**src/rtl/sha1s_pkg.sv**
```systemverilog
package sha1s_pkg;

    typedef logic [31:0] t_word;

    typedef enum logic [2:0] {
        ST_IDLE,
        ST_ROUND,
        ST_UPDATE,
        ST_PAD,
        ST_LEN,
        ST_EMIT
    } t_state;

    // Commands from the sequencer to the shared round datapath
    typedef struct packed {
        logic       shift;      // shift one byte into the block
        logic [7:0] byte_val;
        logic       load_vars;  // a..e <= chaining value
        logic       round;      // run one round
        logic [6:0] round_idx;
        logic       update;     // chaining value += a..e
        logic       init_h;     // chaining value <= initial value
    } t_core_cmd;

    // Digest word hand-off to the output register
    typedef struct packed {
        logic       load;
        logic [2:0] num;
        logic       last;
    } t_emit;

    localparam t_word K_0 = 32'h5A82_7999;
    localparam t_word K_1 = 32'h6ED9_EBA1;
    localparam t_word K_2 = 32'h8F1B_BCDC;
    localparam t_word K_3 = 32'hCA62_C1D6;

    localparam t_word H_INIT_0 = 32'h6745_2301;
    localparam t_word H_INIT_1 = 32'hEFCD_AB89;
    localparam t_word H_INIT_2 = 32'h98BA_DCFE;
    localparam t_word H_INIT_3 = 32'h1032_5476;
    localparam t_word H_INIT_4 = 32'hC3D2_E1F0;

    localparam logic [7:0] PAD_BYTE = 8'h80;

    localparam logic [6:0] ROUND_CH_LAST  = 7'd19;
    localparam logic [6:0] ROUND_PA_LAST  = 7'd39;
    localparam logic [6:0] ROUND_MAJ_LAST = 7'd59;
    localparam logic [6:0] ROUND_LAST     = 7'd79;

    localparam logic [5:0] POS_LAST     = 6'd63;  // last byte of a block
    localparam logic [5:0] POS_ZERO_END = 6'd55;  // last byte before the length field
    localparam logic [2:0] LEN_LAST     = 3'd7;
    localparam logic [2:0] WORD_LAST    = 3'd4;

    localparam logic [63:0] BYTE_BITS = 64'd8;

endpackage

```
**src/rtl/sha1s_in_if.sv**
```systemverilog
interface sha1s_in_if;
    logic       valid;
    logic       ready;
    logic [7:0] data_byte;
    logic       byte_present;
    logic       end_of_message;

    modport source (output valid, data_byte, byte_present, end_of_message, input ready);
    modport sink   (input valid, data_byte, byte_present, end_of_message, output ready);
endinterface

```
**src/rtl/sha1s_out_if.sv**
```systemverilog
interface sha1s_out_if;
    logic        valid;
    logic        ready;
    logic [31:0] digest_word;
    logic [2:0]  word_number;
    logic        last_word;

    modport source (output valid, digest_word, word_number, last_word, input ready);
    modport sink   (input valid, digest_word, word_number, last_word, output ready);
endinterface

```
**src/rtl/sha1s_core.sv**
```systemverilog
module sha1s_core (
    input  logic                  i_clk,
    input  logic                  i_rst_n,
    input  sha1s_pkg::t_core_cmd  i_cmd,
    output logic [159:0]          o_digest
);
    import sha1s_pkg::*;

    // Block as a 16-word shift line, word 0 in the top bits
    logic [511:0] r_blk;
    t_word        r_a, r_b, r_c, r_d, r_e;
    t_word        r_h0, r_h1, r_h2, r_h3, r_h4;

    t_word w_w0, w_w2, w_w8, w_w13, w_sched;
    t_word w_f, w_k, w_t;

    assign w_w0    = r_blk[511:480];
    assign w_w2    = r_blk[447:416];
    assign w_w8    = r_blk[255:224];
    assign w_w13   = r_blk[95:64];
    assign w_sched = {w_w13[30:0] ^ w_w8[30:0] ^ w_w2[30:0] ^ w_w0[30:0],
                      w_w13[31] ^ w_w8[31] ^ w_w2[31] ^ w_w0[31]};

    always_comb begin
        if (i_cmd.round_idx inside {[7'd0:ROUND_CH_LAST]}) begin
            w_f = (r_b & r_c) | (~r_b & r_d);
            w_k = K_0;
        end else if (i_cmd.round_idx inside {[7'd0:ROUND_PA_LAST]}) begin
            w_f = r_b ^ r_c ^ r_d;
            w_k = K_1;
        end else if (i_cmd.round_idx inside {[7'd0:ROUND_MAJ_LAST]}) begin
            w_f = (r_b & r_c) | (r_b & r_d) | (r_c & r_d);
            w_k = K_2;
        end else begin
            w_f = r_b ^ r_c ^ r_d;
            w_k = K_3;
        end
    end

    assign w_t = {r_a[26:0], r_a[31:27]} + w_f + r_e + w_k + w_w0;

    always_ff @(posedge i_clk) begin
        if (i_cmd.shift) begin
            r_blk <= {r_blk[503:0], i_cmd.byte_val};
        end else if (i_cmd.round) begin
            r_blk <= {r_blk[479:0], w_sched};
        end
    end

    always_ff @(posedge i_clk) begin
        if (i_cmd.load_vars) begin
            r_a <= r_h0;
            r_b <= r_h1;
            r_c <= r_h2;
            r_d <= r_h3;
            r_e <= r_h4;
        end else if (i_cmd.round) begin
            r_e <= r_d;
            r_d <= r_c;
            r_c <= {r_b[1:0], r_b[31:2]};
            r_b <= r_a;
            r_a <= w_t;
        end
    end

    always_ff @(posedge i_clk) begin
        if (!i_rst_n || i_cmd.init_h) begin
            r_h0 <= H_INIT_0;
            r_h1 <= H_INIT_1;
            r_h2 <= H_INIT_2;
            r_h3 <= H_INIT_3;
            r_h4 <= H_INIT_4;
        end else if (i_cmd.update) begin
            r_h0 <= r_h0 + r_a;
            r_h1 <= r_h1 + r_b;
            r_h2 <= r_h2 + r_c;
            r_h3 <= r_h3 + r_d;
            r_h4 <= r_h4 + r_e;
        end
    end

    assign o_digest = {r_h0, r_h1, r_h2, r_h3, r_h4};

endmodule

```
**src/rtl/sha1s_ctrl.sv**
```systemverilog
module sha1s_ctrl (
    input  logic                  i_clk,
    input  logic                  i_rst_n,
    input  logic                  i_in_valid,
    input  logic [7:0]            i_in_byte,
    input  logic                  i_in_present,
    input  logic                  i_in_end,
    output logic                  o_in_ready,
    input  logic                  i_out_free,
    output sha1s_pkg::t_core_cmd  o_cmd,
    output sha1s_pkg::t_emit      o_emit
);
    import sha1s_pkg::*;

    t_state      r_state, n_state;
    logic [5:0]  r_pos;
    logic [63:0] r_cnt;
    logic [6:0]  r_rnd;
    logic [2:0]  r_lcnt;
    logic [2:0]  r_word;
    logic        r_final;
    logic        r_len_done;
    logic        r_pad_first;

    logic       w_acc;
    logic [7:0] w_len_byte;

    assign w_acc      = i_in_valid && (r_state == ST_IDLE);
    assign o_in_ready = (r_state == ST_IDLE);

    // Length field goes out most significant byte first
    always_comb begin
        case (r_lcnt)
            3'd0:    w_len_byte = r_cnt[63:56];
            3'd1:    w_len_byte = r_cnt[55:48];
            3'd2:    w_len_byte = r_cnt[47:40];
            3'd3:    w_len_byte = r_cnt[39:32];
            3'd4:    w_len_byte = r_cnt[31:24];
            3'd5:    w_len_byte = r_cnt[23:16];
            3'd6:    w_len_byte = r_cnt[15:8];
            default: w_len_byte = r_cnt[7:0];
        endcase
    end

    always_comb begin
        n_state = r_state;
        case (r_state)
            ST_IDLE: begin
                if (w_acc) begin
                    if (i_in_present && r_pos == POS_LAST) begin
                        n_state = ST_ROUND;
                    end else if (i_in_end) begin
                        n_state = ST_PAD;
                    end
                end
            end
            ST_ROUND: begin
                if (r_rnd == ROUND_LAST) begin
                    n_state = ST_UPDATE;
                end
            end
            ST_UPDATE: begin
                if (!r_final) begin
                    n_state = ST_IDLE;
                end else if (r_len_done) begin
                    n_state = ST_EMIT;
                end else begin
                    n_state = ST_PAD;
                end
            end
            ST_PAD: begin
                if (r_pos == POS_LAST) begin
                    n_state = ST_ROUND;
                end else if (r_pos == POS_ZERO_END) begin
                    n_state = ST_LEN;
                end
            end
            ST_LEN: begin
                if (r_lcnt == LEN_LAST) begin
                    n_state = ST_ROUND;
                end
            end
            ST_EMIT: begin
                if (i_out_free && r_word == WORD_LAST) begin
                    n_state = ST_IDLE;
                end
            end
            default: n_state = ST_IDLE;
        endcase
    end

    always_comb begin
        o_cmd  = '0;
        o_emit = '0;
        o_cmd.round_idx = r_rnd;
        case (r_state)
            ST_IDLE: begin
                o_cmd.shift     = w_acc && i_in_present;
                o_cmd.byte_val  = i_in_byte;
                o_cmd.load_vars = w_acc && i_in_present && (r_pos == POS_LAST);
            end
            ST_ROUND: begin
                o_cmd.round = 1'b1;
            end
            ST_UPDATE: begin
                o_cmd.update = 1'b1;
            end
            ST_PAD: begin
                o_cmd.shift     = 1'b1;
                o_cmd.byte_val  = r_pad_first ? PAD_BYTE : 8'h00;
                o_cmd.load_vars = (r_pos == POS_LAST);
            end
            ST_LEN: begin
                o_cmd.shift     = 1'b1;
                o_cmd.byte_val  = w_len_byte;
                o_cmd.load_vars = (r_lcnt == LEN_LAST);
            end
            ST_EMIT: begin
                o_emit.load  = i_out_free;
                o_emit.num   = r_word;
                o_emit.last  = (r_word == WORD_LAST);
                o_cmd.init_h = i_out_free && (r_word == WORD_LAST);
            end
            default: begin
                o_cmd = '0;
            end
        endcase
    end

    always_ff @(posedge i_clk) begin
        if (!i_rst_n) begin
            r_state     <= ST_IDLE;
            r_pos       <= '0;
            r_cnt       <= '0;
            r_rnd       <= '0;
            r_lcnt      <= '0;
            r_word      <= '0;
            r_final     <= 1'b0;
            r_len_done  <= 1'b0;
            r_pad_first <= 1'b0;
        end else begin
            r_state <= n_state;
            if (o_cmd.shift) begin
                r_pos <= r_pos + 6'd1;
            end
            if (o_cmd.load_vars) begin
                r_rnd <= '0;
            end else if (o_cmd.round) begin
                r_rnd <= r_rnd + 7'd1;
            end
            if (w_acc) begin
                r_final     <= i_in_end;
                r_pad_first <= i_in_end;
                if (i_in_present) begin
                    r_cnt <= r_cnt + BYTE_BITS;
                end
            end
            if (r_state == ST_PAD) begin
                r_pad_first <= 1'b0;
                if (r_pos == POS_ZERO_END) begin
                    r_lcnt <= '0;
                end
            end
            if (r_state == ST_LEN) begin
                r_lcnt <= r_lcnt + 3'd1;
                if (r_lcnt == LEN_LAST) begin
                    r_len_done <= 1'b1;
                end
            end
            if (o_emit.load) begin
                if (o_emit.last) begin
                    r_word     <= '0;
                    r_cnt      <= '0;
                    r_final    <= 1'b0;
                    r_len_done <= 1'b0;
                end else begin
                    r_word <= r_word + 3'd1;
                end
            end
        end
    end

endmodule

```
**src/rtl/sha1_stream_hasher.sv**
```systemverilog
// Byte transaction without a block boundary: taken while ready stays high.
// A byte that fills a 64-byte block starts a compression (80 rounds, one update)
// on the single shared round unit; no further byte is taken until it is done.
// End of message: padding bytes one per cycle up to 56, 8 length bytes, each block
// compressed (one or two), then five digest words, one per cycle unless stalled.
// Reset (i_rst_n low, synchronous): sequencer idle, counts cleared, chaining value to IV.
module sha1_stream_hasher (
    input  logic        i_clk,
    input  logic        i_rst_n,
    sha1s_in_if.sink    i_in,
    sha1s_out_if.source o_out
);
    import sha1s_pkg::*;

    t_core_cmd     w_cmd;
    t_emit         w_emit;
    logic [159:0]  w_digest;
    logic          w_out_free;
    logic          w_in_ready;
    t_word         w_sel_word;

    logic          r_out_valid;
    t_word         r_out_word;
    logic [2:0]    r_out_num;
    logic          r_out_last;

    // The output register frees up when its transaction is taken
    assign w_out_free = !r_out_valid || o_out.ready;

    // Sequencer: byte packing, padding, length field, round count, digest walk
    sha1s_ctrl u_ctrl (
        .i_clk        (i_clk),
        .i_rst_n      (i_rst_n),
        .i_in_valid   (i_in.valid),
        .i_in_byte    (i_in.data_byte),
        .i_in_present (i_in.byte_present),
        .i_in_end     (i_in.end_of_message),
        .o_in_ready   (w_in_ready),
        .i_out_free   (w_out_free),
        .o_cmd        (w_cmd),
        .o_emit       (w_emit)
    );

    // Shared round unit with block shift line, working variables and chaining value
    sha1s_core u_core (
        .i_clk    (i_clk),
        .i_rst_n  (i_rst_n),
        .i_cmd    (w_cmd),
        .o_digest (w_digest)
    );

    assign i_in.ready = w_in_ready;

    // Pick the digest word, most significant first
    always_comb begin
        case (w_emit.num)
            3'd0:    w_sel_word = w_digest[159:128];
            3'd1:    w_sel_word = w_digest[127:96];
            3'd2:    w_sel_word = w_digest[95:64];
            3'd3:    w_sel_word = w_digest[63:32];
            default: w_sel_word = w_digest[31:0];
        endcase
    end

    // Hold the valid flag until the transaction is taken
    always_ff @(posedge i_clk) begin
        if (!i_rst_n) begin
            r_out_valid <= 1'b0;
        end else if (w_emit.load) begin
            r_out_valid <= 1'b1;
        end else if (o_out.ready) begin
            r_out_valid <= 1'b0;
        end
    end

    // Payload needs no reset
    always_ff @(posedge i_clk) begin
        if (w_emit.load) begin
            r_out_word <= w_sel_word;
            r_out_num  <= w_emit.num;
            r_out_last <= w_emit.last;
        end
    end

    assign o_out.valid       = r_out_valid;
    assign o_out.digest_word = r_out_word;
    assign o_out.word_number = r_out_num;
    assign o_out.last_word   = r_out_last;

`ifndef NO_ASSERTIONS
    // The final word carries position four
    a_last_pos : assert property (@(posedge i_clk) disable iff (!i_rst_n)
        o_out.valid && o_out.last_word |-> o_out.word_number == WORD_LAST)
        else $error("last digest word not at position four");

    // A closing transaction starts padding or a block compression, so input stalls next cycle
    a_end_stalls : assert property (@(posedge i_clk) disable iff (!i_rst_n)
        i_in.valid && i_in.ready && i_in.end_of_message |=> !i_in.ready)
        else $error("input still ready after end of message");

    // Digest words follow back to back in order
    a_word_order : assert property (@(posedge i_clk) disable iff (!i_rst_n)
        o_out.valid && o_out.ready && !o_out.last_word |=>
            o_out.valid && o_out.word_number == $past(o_out.word_number) + 3'd1)
        else $error("digest words out of order");

    // No new message is taken while digest words are still to come
    a_no_accept_emit : assert property (@(posedge i_clk) disable iff (!i_rst_n)
        o_out.valid && !o_out.last_word |-> !i_in.ready)
        else $error("input ready during digest output");
`endif

endmodule

```
**src/flat_wrapper.sv**
```systemverilog
// flat-port wrapper written by rule: the top's interface ports become plain ports
module sha1_stream_hasher_flat import sha1s_pkg::*;
  (i_clk, i_rst_n, i_in_valid, i_in_data_byte, i_in_byte_present, i_in_end_of_message, i_in_ready, o_out_valid, o_out_digest_word, o_out_word_number, o_out_last_word, o_out_ready);
  sha1s_in_if i_in_i ();
  sha1s_out_if o_out_i ();
  input  logic i_clk;
  input  logic i_rst_n;
  input wire logic [$bits(i_in_i.valid)-1:0] i_in_valid;
  input wire logic [$bits(i_in_i.data_byte)-1:0] i_in_data_byte;
  input wire logic [$bits(i_in_i.byte_present)-1:0] i_in_byte_present;
  input wire logic [$bits(i_in_i.end_of_message)-1:0] i_in_end_of_message;
  output wire logic [$bits(i_in_i.ready)-1:0] i_in_ready;
  output wire logic [$bits(o_out_i.valid)-1:0] o_out_valid;
  output wire logic [$bits(o_out_i.digest_word)-1:0] o_out_digest_word;
  output wire logic [$bits(o_out_i.word_number)-1:0] o_out_word_number;
  output wire logic [$bits(o_out_i.last_word)-1:0] o_out_last_word;
  input wire logic [$bits(o_out_i.ready)-1:0] o_out_ready;
  assign i_in_i.valid = i_in_valid;
  assign i_in_i.data_byte = i_in_data_byte;
  assign i_in_i.byte_present = i_in_byte_present;
  assign i_in_i.end_of_message = i_in_end_of_message;
  assign i_in_ready = i_in_i.ready;
  assign o_out_valid = o_out_i.valid;
  assign o_out_digest_word = o_out_i.digest_word;
  assign o_out_word_number = o_out_i.word_number;
  assign o_out_last_word = o_out_i.last_word;
  assign o_out_i.ready = o_out_ready;
  sha1_stream_hasher u_core (.i_clk(i_clk), .i_rst_n(i_rst_n), .i_in(i_in_i), .o_out(o_out_i));
endmodule
```
**config.mk**
```make
export PLATFORM = sky130hd
export DESIGN_NAME = sha1_stream_hasher_flat
export DESIGN_NICKNAME = d
export VERILOG_FILES = /design/src/rtl/sha1s_pkg.sv /design/src/rtl/sha1s_in_if.sv /design/src/rtl/sha1s_out_if.sv /design/src/rtl/sha1s_core.sv /design/src/rtl/sha1s_ctrl.sv /design/src/rtl/sha1_stream_hasher.sv /design/src/flat_wrapper.sv
export SDC_FILE = /design/constraint.sdc
export NUM_CORES = 2
export LEC_CHECK = 0
export ABC_AREA = 1
export BUFFER_PORTS_ARGS = -buffer_cell sky130_fd_sc_hd__buf_2
export CAP_MARGIN = 30
export CORE_MARGIN = 2
export CORE_UTILIZATION = 25
export DETAILED_ROUTE_END_ITERATION = 8
export SKIP_LAST_GASP = 1
export SLEW_MARGIN = 40
export SYNTH_ARGS = -nofsm -noshare
export SYNTH_HDL_FRONTEND = slang
export SYNTH_HIERARCHICAL = 1
export SYNTH_SLANG_ARGS = --single-unit
```
**constraint.sdc**
```tcl
create_clock -name i_clk -period 18 [get_ports i_clk]
set_clock_uncertainty 0.1 [all_clocks]
set_input_delay 0.9 -clock i_clk [delete_from_list [all_inputs] [get_ports i_clk]]
set_output_delay 0.9 -clock i_clk [all_outputs]
set_load 0.01 [all_outputs]
```
==> results.cfg <==
[outcome]
status = completed

[worst_hold_path]
hp-class = primary input to flop
whs_path_depth = 4

[floorplan]
die_area_sq_um = 243000
die-width_um = 492
rows = 179
ioPinCount = 52
core_area_sq_um = 238000
die_h_um = 492
start_util_pct = 25.1

[route]
drtIter0Drc = 5622
ant_nets = 0
vias = 51400
first_pass_iters = 6
drt-wirelength-per-cell_um = 18.9
drc_errors = 0
via_per_inst = 4.71
drt_wl_total_mm = 207

[sta]
min_period_ns = 6.42
slew_viol_final = 0
hold_viol = 0
setup_slack_ns = 11.58
setup_tns_ns = 0
relSlewSlack_pct = 42.4
period_share_pct = 35.7
setup_viol = 0
fmax_mhz = 156
tightest_slew_ns = 0.858
rsz0062_at_grt = no

[synthesis]
ys_warn_count = 6
syn_area_sq_um = 59700
avgSynthCellArea_sq_um = 7.72
synthCells = 7727
synth_nets = 8070

[setup_path]
crit_required_ns = 18.35
cp_max_fo = 23
arrival_ns = 6.77
crit_path_max_incr_delay_ns = 0.60
r2r_cells = 20
critical_path.startpoint_type = flop
crit_chain = nand2_1, inv_1, nor2_1, inv_2, nand2_1, nor2_2, nand3_2, nand2_1, inv_2, a221oi_1, fa_1, fa_1, inv_1, ha_1, a21oi_1, o21ai_0, a21oi_1, nand4_1, nand3_1, o21ai_0
cp_common_cell = nand2_1
crit_slowest_cell = nand2_1
end_kind = flop
crit_type = flop to flop

[cells_and_area]
fillers = 25700
final_cell_count_no_fill = 10900
largest_register_ffs = 512
top_regs = u_core/u_core/r_blk (512), u_core/u_ctrl/r_cnt (61)
multi_input_area_sq_um = 29100
layout_commonest_cell = nand2_1
largest-register = u_core/u_core/r_blk
seqCellArea_sq_um = 26200
layout_common_cells = nand2_1, inv_1, edfxtp_1
layout.nets = 8008
syn2layout_area_growth_pct = 11.6
drive_gt1_share_pct = 5.15

[global_routing]
grt_pass1_wl_mm = 305
grt_max_degree = 214
antenna_found_initial = 8
grt_usage_pct = 16.5
grt_overflow = 0
grt_pass1_vias = 47300

[placement]
numPortBuffers = 51
dpl.hpwl_mm = 156
placed_cells = 10700
gp_congestion = 0.993
post-place-ws_ns = 11.75

[clocking]
cts_root_buf = clkbuf_16
clk_latency_ns = 0.77
cts.htree.levels = 3
postCtsSetupBuffers = 0
ctsHoldBuffers = 0
cts_sinks = 955
tritoncts = built
cts_buffer_depth = 3
clk_pin_slew_ns = 0.06
cts-buffers-inserted = 104
cts_resized = 0

[run]
max_cap_violations = 0
-- through the flow --
| step | util, % | hold WS [ns] | instance area (sq um) |
|---|---|---|---|
| finish | 28.0 | 0.315 | 66600 |
| detailed placement | 26.5 | 0.362 | 63000 |
| CTS | 28.0 | 0.256 | 66500 |
| global placement | 26.5 | 0.357 | 62900 |
| floorplan | - | 0.342 | 59700 |
| global route | 28.0 | 0.308 | 66600 |
-- routing by layer --
layer | track usage, % | wire length (um) | vias to the layer above
met1 | 22.8 | 91500 | 24300
met4 | 6.25 | 8900 | 6
met2 | 25.6 | 90600 | 1839
li1 | - | - | 25000
met5 | 0 | 44 | -
met3 | 2.87 | 15600 | 354
-- critical path, delay by kind of cell (launching register included) --
kind	cells	cell delay, ns
adder cells (fa/ha/maj)	3	1.46
AO/OA/AOI/OAI	5	1.59
buffers and inverters	4	0.76
AND/OR/NAND/NOR	8	1.75
flip-flops	1	0.44
-- worst paths after layout --
| kind | from | to | slack, ns |
|---|---|---|---|
| min reg2reg | u_core/u_ctrl/r_pos[5] | u_core/u_ctrl/r_pos[5] | 0.37 |
| max | u_core/u_ctrl/r_state[1] | u_core/u_core/r_a[20] | 11.58 |
| max reg2reg | u_core/u_ctrl/r_state[1] | u_core/u_core/r_a[20] | 11.58 |
| min | o_out_ready | u_core/o_out.valid | 0.32 |
-- area by class of cell --
| cell class | instances | area share (%) |
|---|---|---|
| multi-input cells | 5674 | 43.6 |
| repair buffers | 87 | 0.987 |
| well taps | 3167 | 5.95 |
| clock buffers | 131 | 4.15 |
| inverters | 843 | 4.80 |
| diodes | 4 | 0.0150 |
| clock inverters | 60 | 1.10 |
| flip-flops and latches | 955 | 39.4 |
Power is not shown: default switching activity piles up to over one toggle a cycle in this logic, so the estimate is an artifact.
